$ cat src/sv/ddo_pkg.sv
`timescale 1ns / 1ps
// ----------------------------------------------------------------------------
// ddo_pkg
// Shared types, constants and the CORDIC arctangent table for the odometry.
// ----------------------------------------------------------------------------
package ddo_pkg;

    localparam int CordicSteps = 24;
    localparam int StepW       = $clog2(CordicSteps + 1);
    localparam logic [31:0] CordicStart = 32'h26DD3B6A;

    // register indexes
    localparam logic [1:0] RegLeftScale  = 2'd0;
    localparam logic [1:0] RegRightScale = 2'd1;
    localparam logic [1:0] RegTurnGain   = 2'd2;

    typedef struct packed {
        logic [15:0] left_count;
        logic [15:0] right_count;
    } sample_t;

    typedef struct packed {
        logic signed [31:0] x_position;
        logic signed [31:0] y_position;
        logic [31:0]        heading;
        logic signed [15:0] left_delta;
        logic signed [15:0] right_delta;
        logic               delta_valid;
    } pose_t;

    // controller -> datapath
    typedef struct packed {
        logic load;      // take sample, form deltas
        logic lmul;      // left tick scaling
        logic rmul;      // right tick scaling
        logic turn_mul;  // diff times gain, angle update
        logic rot_init;  // CORDIC start
        logic rot_step;  // one CORDIC iteration
        logic xmul;      // mean times cos
        logic ymul;      // mean times sin
        logic publish;   // result into output register
    } cmd_t;

    // datapath -> controller
    typedef struct packed {
        logic first;
        logic rot_done;
    } stat_t;

    function automatic logic [31:0] atan_lut(input logic [4:0] i);
        logic [31:0] t;
        unique case (i)
            5'd0:  t = 32'h20000000; 5'd1:  t = 32'h12E4051E;
            5'd2:  t = 32'h09FB385B; 5'd3:  t = 32'h051111D4;
            5'd4:  t = 32'h028B0D43; 5'd5:  t = 32'h0145D7E1;
            5'd6:  t = 32'h00A2F61E; 5'd7:  t = 32'h00517C55;
            5'd8:  t = 32'h0028BE53; 5'd9:  t = 32'h00145F2F;
            5'd10: t = 32'h000A2F98; 5'd11: t = 32'h000517CC;
            5'd12: t = 32'h00028BE6; 5'd13: t = 32'h000145F3;
            5'd14: t = 32'h0000A2FA; 5'd15: t = 32'h0000517D;
            5'd16: t = 32'h000028BE; 5'd17: t = 32'h0000145F;
            5'd18: t = 32'h00000A30; 5'd19: t = 32'h00000518;
            5'd20: t = 32'h0000028C; 5'd21: t = 32'h00000146;
            5'd22: t = 32'h000000A3; 5'd23: t = 32'h00000051;
            5'd24: t = 32'h00000029; 5'd25: t = 32'h00000014;
            5'd26: t = 32'h0000000A; 5'd27: t = 32'h00000005;
            5'd28: t = 32'h00000003; 5'd29: t = 32'h00000001;
            5'd30: t = 32'h00000001;
            default: t = 32'h00000000;
        endcase
        return t;
    endfunction

endpackage

$ cat src/sv/ddo_ctrl.sv
`timescale 1ns / 1ps
// ----------------------------------------------------------------------------
// ddo_ctrl
// Sequencer: steps one sample through scaling, turn, CORDIC and position; a priming sample goes straight to publish.
// ----------------------------------------------------------------------------
module ddo_ctrl
    import ddo_pkg::*;
(
    input  logic  clk,
    input  logic  rst_n,
    input  logic  in_fire,
    input  logic  out_free,
    input  stat_t stat,
    output logic  busy,
    output cmd_t  cmd
);

    typedef enum logic [8:0] {
        S_IDLE  = 9'b000000001,
        S_LMUL  = 9'b000000010,
        S_RMUL  = 9'b000000100,
        S_TURN  = 9'b000001000,
        S_RINIT = 9'b000010000,
        S_ROT   = 9'b000100000,
        S_XMUL  = 9'b001000000,
        S_YMUL  = 9'b010000000,
        S_PUB   = 9'b100000000
    } state_t;

    state_t state_reg, state_next;

    // next state
    always_comb
    begin
        state_next = state_reg;
        unique case (state_reg)
            S_IDLE:  if (in_fire) state_next = S_LMUL;
            S_LMUL:  state_next = stat.first ? S_PUB : S_RMUL;
            S_RMUL:  state_next = S_TURN;
            S_TURN:  state_next = S_RINIT;
            S_RINIT: state_next = S_ROT;
            S_ROT:   if (stat.rot_done) state_next = S_XMUL;
            S_XMUL:  state_next = S_YMUL;
            S_YMUL:  state_next = S_PUB;
            S_PUB:   if (out_free) state_next = S_IDLE;
            default: state_next = S_IDLE;
        endcase
    end

    always_ff @(posedge clk or negedge rst_n)
    begin
        if (!rst_n)
            state_reg <= S_IDLE;
        else
            state_reg <= state_next;
    end

    assign busy         = (state_reg != S_IDLE);
    assign cmd.load     = in_fire;
    assign cmd.lmul     = (state_reg == S_LMUL) && !stat.first;
    assign cmd.rmul     = (state_reg == S_RMUL);
    assign cmd.turn_mul = (state_reg == S_TURN);
    assign cmd.rot_init = (state_reg == S_RINIT);
    assign cmd.rot_step = (state_reg == S_ROT) && !stat.rot_done;
    assign cmd.xmul     = (state_reg == S_XMUL);
    assign cmd.ymul     = (state_reg == S_YMUL);
    assign cmd.publish  = (state_reg == S_PUB) && out_free;

    // a sample is only taken while idle
    assert property (@(posedge clk) disable iff (!rst_n) in_fire |-> state_reg == S_IDLE)
        else $error("sample taken while busy");
    // publish always returns to idle
    assert property (@(posedge clk) disable iff (!rst_n) cmd.publish |=> state_reg == S_IDLE)
        else $error("publish did not end the item");
    // rotation runs only after the init cycle or itself
    assert property (@(posedge clk) disable iff (!rst_n)
        state_reg == S_ROT |-> $past(state_reg) == S_RINIT || $past(state_reg) == S_ROT)
        else $error("rotation entered out of order");

endmodule

$ cat config.mk
export PLATFORM = sky130hd
export DESIGN_NAME = ddo_ctrl
export DESIGN_NICKNAME = d
export VERILOG_FILES = /design/src/sv/ddo_pkg.sv /design/src/sv/ddo_ctrl.sv
export SDC_FILE = /design/constraint.sdc
export NUM_CORES = 1
export LEC_CHECK = 0
export ABC_AREA = 1
export ABC_CLOCK_PERIOD_IN_PS = 2900
export BUFFER_PORTS_ARGS = -buffer_cell sky130_fd_sc_hd__buf_2
export CAP_MARGIN = 20
export CORE_AREA = 2 2 39 41
export DETAILED_ROUTE_END_ITERATION = 10
export DIE_AREA = 0 0 41 43
export GPL_TIMING_DRIVEN = 0
export PLACE_DENSITY = 0.7
export SLEW_MARGIN = 20
export SYNTH_ARGS = -nofsm -noshare
export SYNTH_HDL_FRONTEND = slang
export SYNTH_SLANG_ARGS = --single-unit
$ cat constraint.sdc
create_clock -name clk -period 2.9 [get_ports clk]
set_clock_uncertainty 0.05 [all_clocks]
set_input_delay 0.145 -clock clk [delete_from_list [all_inputs] [get_ports clk]]
set_output_delay 0.145 -clock clk [all_outputs]
set_load 0.05 [all_outputs]
==> results of run 1 <==
-- layout make-up --
type                    instances  area (µm²)
flip-flops and latches          9         226
repair buffers                 16        85.1
well taps                      16        20.0
clock buffers                   4        26.3
multi-input cells              66         329
inverters                      21        78.8
fillers                       146         611
plain buffers                   1        7.51
-- Yosys cell counts --
cell	instances
nand2_1	18
o21ai_0	3
inv_1	18
nor3_2	1
nand4_1	2
nor4_1	3
nand3_1	5
nor3_1	6
o21ai_1	1
dfstp_2	1
dfrtp_1	8
nand2_2	5
nor2_2	2
nor2_4	3
inv_2	3
buf_4	1
nor2_1	16
nand3b_1	1
-- power groups by stage --
stage               clock network [mW]  logic [mW]  registers (mW)
floorplan                            0       0.268           0.174
global placement                     0       0.318           0.176
detailed placement                   0       0.324           0.178
CTS                              0.106       0.327           0.176
global route                     0.113       0.367           0.179
finish                           0.103       0.324           0.176
-- layer usage --
metal  routed length, µm  track usage, %  part of all wire (%)
met5                   0               0                     0
met4                  21            8.67                   1.6
met3                  53            4.71                   3.9
met2                 619            29.4                    46
met1                 659            26.2                    49
-- kinds of logic after synthesis --
kind of cell / after synthesis / synth area share (%)
and+or+nand+nor: 62 / 48.1
buffers and inverters: 22 / 13.4
DFF: 9 / 35.3
AOI/OAI and AO/OA: 4 / 3.12
-- timing repair --
item	CTS	global route
hold endpoints to repair	9	0
hold buffers	1	0
setup buffers	0	0
-- worst paths after layout --
kind / to / slack [ns] / cells after the start
max: cmd[7] / 1.00 / 6
min: state_reg[2]$_DFFE_PN0P_ / 0.02 / 2
max reg2reg: state_reg[1]$_DFFE_PN0P_ / 1.53 / 7
min reg2reg: state_reg[3]$_DFFE_PN0P_ / 0.56 / 2
max in group asynchronous: state_reg[0]$_DFFE_PN1P_ / 2.34 / 2
min in group asynchronous: state_reg[6]$_DFFE_PN0P_ / 0.21 / 2
-- stage by stage --
step / area (µm²) / instances
6_report: 773 / 133
3_5_place_dp: 737 / 128
2_1_floorplan: 642 / 97
3_3_place_gp: 737 / 128
4_1_cts: 773 / 133
5_1_grt: 773 / 133
-- critical path: stages (launching register included) --
cell     delay, ns
dfrtp_1       0.40
nor2_1        0.15
nand2_2       0.11
nor2_4        0.13
inv_2         0.09
nor4_1        0.23
buf_2         0.32
==> run summary, run 1 <==
status: completed
clk sink count: 9
worst hold start: stat[1]
overall power: 0.603 mW
Net Sw Power: 0.299 mW
RSZ-0062 raised after global routing: no
first-pass GRT wire length: 2.35 mm
Syn Nets: 103
CTS Buffer Depth: 2
number of global-route vias before repair: 594
most frequent cells in the layout: 18 x inv_1, 18 x nand2_1, 16 x nor2_1, 15 x buf_2, 8 x dfrtp_1
endpoint class of the critical path: output pin
P&R area growth vs syn: 20.5%
sequential share of power: 29.2%
layout net count: 124
gr usage total: 19.8%
Synth Cell Area: 642 µm²
die span in x: 41 µm
Critical Path Start Type: flop
die height: 43 µm
CTS tree: yes
Yosys top cell by area: dfrtp_1
Tmin final: 1.90 ns
worst vdd ir: 0.453 mV
max-slew violation count: 0
FF-to-FF Start: state_reg[0]$_DFFE_PN1P_
leakage: 0.437 nW
PwrDens: 780 mW/mm²
Slew HR: 80.6%
# IOs: 16
Syn. warnings: 0
share of cells above drive strength 1: 29.1%
crit path max fanout: 7
Syn Inst Count: 97
Crit Path Category: flop to output pin
Max Cap Violations: 0
GPL Wtd Cong: 0.754
Root Buffer: clkbuf_4
final wirelength: 1.35 mm
first-pass iteration count of the detailed router: 4
routed len/inst: 10.2 µm
CP Data Arrival Time: 1.70 ns
final core occ: 55.9%
critical path required time: 2.71 ns
post-synthesis sequential area ratio: 35.3%
initial core utilization: 46.4%
Final period util: 65.4%
Internal: 0.304 mW
Slew @ Worst Pin: 0.288 ns
Final setup viols: 0
Hold Crit Class: input port to flop
# DRC: 0
final hold viol count: 0
post-cts repair resize count: 0
Net Sw Frac: 49.6%
largest net degree at the start of global routing: 10
H-tree depth: 1
Fin Hold WS: 0.0245 ns
antenna cells: 0
initial antenna violation count: 0
worst skew pair latency: 0.27 ns
Setup TNS: 0 ns
hpwl dp: 1.12 mm
DP Worst Slack: 1.32 ns
post-synthesis sequential element count: 9
Core Rows: 14
Synth Area per Inst: 6.62 µm²
Comb power frac: 53.8%
Critical Path Start: state_reg[6]$_DFFE_PN0P_
die area: 0.00176 mm²
Clk pwr share: 17.1%
Clock Pin Slew Worst Setup and Hold Paths: 0.07 ns
antenna-violating nets left: 0
Netlist cell types: 18
vias: 634
Port-buffer cells: 15
DR vias/cell: 4.77
TritonCTS Buffers: 3
gr ovfl total: 0
max reg flops: 9
Starting DRT DRC Count: 16
core area: 0.00138 mm²
achievable frequency: 0.527 GHz
share of the synthesized area in the top cell type: 31.2%
top area cells in the synthesized netlist: dfrtp_1 31%, inv_1 11%, nand2_1 11%
fin worst setup slack: 1.00 ns
No activity file was read; power rests on OpenSTA's default activity.
==> run 2: changes to the inputs <==
- ABC_AREA: 1 -> 0
- ABC_CLOCK_PERIOD_IN_PS: 2900 -> 1800
- PLACE_DENSITY: 0.7 -> 0.67
- clock period: 2.9 -> 1.8 ns (I/O delays scaled with it)
==> run summary, run 2 <==
Crit Path Category: flop to output pin
post-synthesis sequential area ratio: 38.0% (+2.7 points)
predominant post-synthesis flop cell: dfrtp_1
CTS Buffer Depth: 2 (unchanged)
most frequent cell after synthesis: dfrtp_1
die area: 0.00176 mm² (unchanged)
share of the synthesized area in the top cell type: 33.6% (+2.4 points)
Syn. warnings: 0 (unchanged)
Critical Path Start Type: flop
final wirelength: 1.60 mm (+18%)
most common cell after layout, fill and taps aside: buf_4
Final period util: 106%
TritonCTS Buffers: 3 (unchanged)
routed len/inst: 14.4 µm (+41%)
reg2reg setup slack: -0.06 ns (-1.59 ns)
gr usage total: 21.1% (+1.3 points)
die span in x: 41 µm (unchanged)
Slew HR: 76.5% (-4.2 points)
core area: 0.00138 mm² (unchanged)
leakage: 0.466 nW (+6.5%)
post-route insts no fill: 111 (-17%)
largest net degree at the start of global routing: 10 (unchanged)
Reg area: 235 µm² (+3.9%)
FFs w/ async S/R, synth: 100% (unchanged)
antenna cells: 0 (unchanged)
share of cells above drive strength 1: 69.5% (+40 points)
max-slew violation count: 0 (unchanged)
Slew @ Worst Pin: 0.350 ns (+0.0626 ns)
endpoint class of the critical path: output pin
Syn Nets: 64 (-38%)
Synth Cell Area: 596 µm² (-7.2%)
Net Sw Frac: 41.1% (-8.6 points)
Root Buffer: clkbuf_4
GPL Wtd Cong: 0.794 (+5.4%)
DR vias/cell: 5.20 (+9.0%)
Critical Path Start: state_reg[7]$_DFFE_PN0P_
Synth Area per Inst: 10.3 µm² (+55%)
Hold Crit Class: input port to flop
overall power: 1.23 mW (+100%)
Fin Hold WS: 0.0255 ns (+0.000977 ns)
RSZ-0062 raised after global routing: yes
FF-to-FF Start: state_reg[2]$_DFFE_PN0P_
first-pass iteration count of the detailed router: 3 (-1)
Internal: 0.722 mW (+140%)
Netlist cell types: 29 (+11)
# IOs: 16 (unchanged)
Port-buffer cells: 15 (unchanged)
vias: 577 (-9.0%)
Core Rows: 14 (unchanged)
crit path max fanout: 4 (-3)
die height: 43 µm (unchanged)
Tmin final: 1.90 ns
Comb power frac: 59.8% (+6.0 points)
Net Sw Power: 0.503 mW (+68%)
top area cells in the synthesized netlist: dfrtp_1 34%, nor3b_1 6.3%, nor4b_2 5.0%
fin worst setup slack: -0.103 ns (-1.11 ns)
number of global-route vias before repair: 563 (-5.2%)
Setup TNS: -0.242 ns (-0.242 ns)
post-synthesis sequential element count: 9 (unchanged)
worst skew pair latency: 0.27 ns (about the same)
most frequent cells in the layout: 18 x buf_4, 8 x buf_2, 7 x dfrtp_2, 6 x buf_6
PwrDens: 1210 mW/mm² (+55%)
failing checks: setup timing
Max Cap Violations: 0 (unchanged)
gr ovfl total: 0 (unchanged)
initial antenna violation count: 0 (unchanged)
CTS tree: yes
Syn Inst Count: 58 (-40%)
worst vdd ir: 0.940 mV (+110%)
Inst Count DP: 89 (-30%)
DP Worst Slack: 0.0347 ns (-1.29 ns)
initial core utilization: 43.0% (-3.3 points)
# DRC: 0 (unchanged)
first-pass GRT wire length: 2.42 mm (+3.2%)
fillers: 83 (-43%)
CP Data Arrival Time: 1.76 ns (+0.06 ns)
status: complete, but fails checks
layout net count: 102 (-18%)
antenna-violating nets left: 0 (unchanged)
worst hold start: in_fire
Post-synth EDFFs: 0 (unchanged)
area occupied by multi-input gates: 439 µm² (+33%)
Final setup viols: 4 (+4)
max reg flops: 9 (unchanged)
clk sink count: 9 (unchanged)
achievable frequency: 0.525 GHz
hpwl dp: 899 µm (-19%)
critical path required time: 1.66 ns (-1.05 ns)
Clk pwr share: 13.5% (-3.6 points)
Yosys top cell by area: dfrtp_1
Clock Pin Slew Worst Setup and Hold Paths: 0.06 ns (about the same)
P&R area growth vs syn: 70.2%
final hold viol count: 0 (unchanged)
sequential share of power: 26.7% (-2.5 points)
Starting DRT DRC Count: 4 (-12)
H-tree depth: 1 (unchanged)
most frequent cells after synthesis: 8 x dfrtp_1, 5 x nor3b_1, 4 x inv_1, 4 x nor3_1
run 2: area by class of cell:
cell class	count	share of cell area [%]
Multi-Input combinational cell	43	43.3
Timing Repair Buffer	33	25.6
Sequential cell	9	23.2
Clock buffer	4	2.59
Tap cell	16	1.98
Buffer	2	1.85
Inverter	4	1.48
run 2: final timing paths:
path,end,cells after the start
max,busy,4
min,state_reg[1]$_DFFE_PN0P_,3
max reg2reg,state_reg[0]$_DFFE_PN1P_,7
min reg2reg,state_reg[7]$_DFFE_PN0P_,1
max in group asynchronous,state_reg[0]$_DFFE_PN1P_,2
min in group asynchronous,state_reg[1]$_DFFE_PN0P_,2
run 2: power groups by stage:
stage / registers, mW / clock network (mW) / logic, mW
detailed placement: 0.319 / 0 / 0.447
global route: 0.333 / 0.178 / 0.777
global placement: 0.316 / 0 / 0.444
CTS: 0.318 / 0.164 / 0.627
finish: 0.327 / 0.165 / 0.733
floorplan: 0.304 / 0 / 0.383
run 2: repair_timing:
action,in CTS,in global routing
pin swaps,4,5
endpoints found under the setup margin,7,8
hold buffers,2,0
endpoints found under the hold margin,10,0
gates cloned,0,0
resized for setup,24,11
setup buffers,12,4
run 2: kinds of logic (layout without fill, tap and decap cells):
group                  count (synthesis)  in the layout  synth area share [%]
AND/OR/NAND/NOR                       33             33                  42.6
flip-flops                             9              9                  38.0
AO/OA/AOI/OAI                          8              8                  10.7
buffers and inverters                  6             43                  5.67
XOR/XNOR                               2              2                  2.94
run 2: metrics by stage:
| step | cell area (µm²) | util [%] |
|---|---|---|
| after CTS | 942 | 68.1 |
| after global placement | 723 | 52.3 |
| final | 1010 | 73.2 |
| after floorplan | 628 | - |
| after detailed placement | 723 | 52.3 |
| after global routing | 1010 | 73.2 |
run 2: critical path, stage by stage (launching register included):
cell	delay, ns
dfrtp_2	0.46
nor2_4	0.18
nand3_4	0.12
or4b_4	0.56
buf_8	0.17
run 2: per-layer routing:
metal  track usage, %  vias to the layer above  wire [µm]
li1                 -                      288          -
met1             27.7                      273        717
met2             30.3                       12        772
met3             4.71                        4         66
met4             12.0                        0         40
met5                0                        -          0
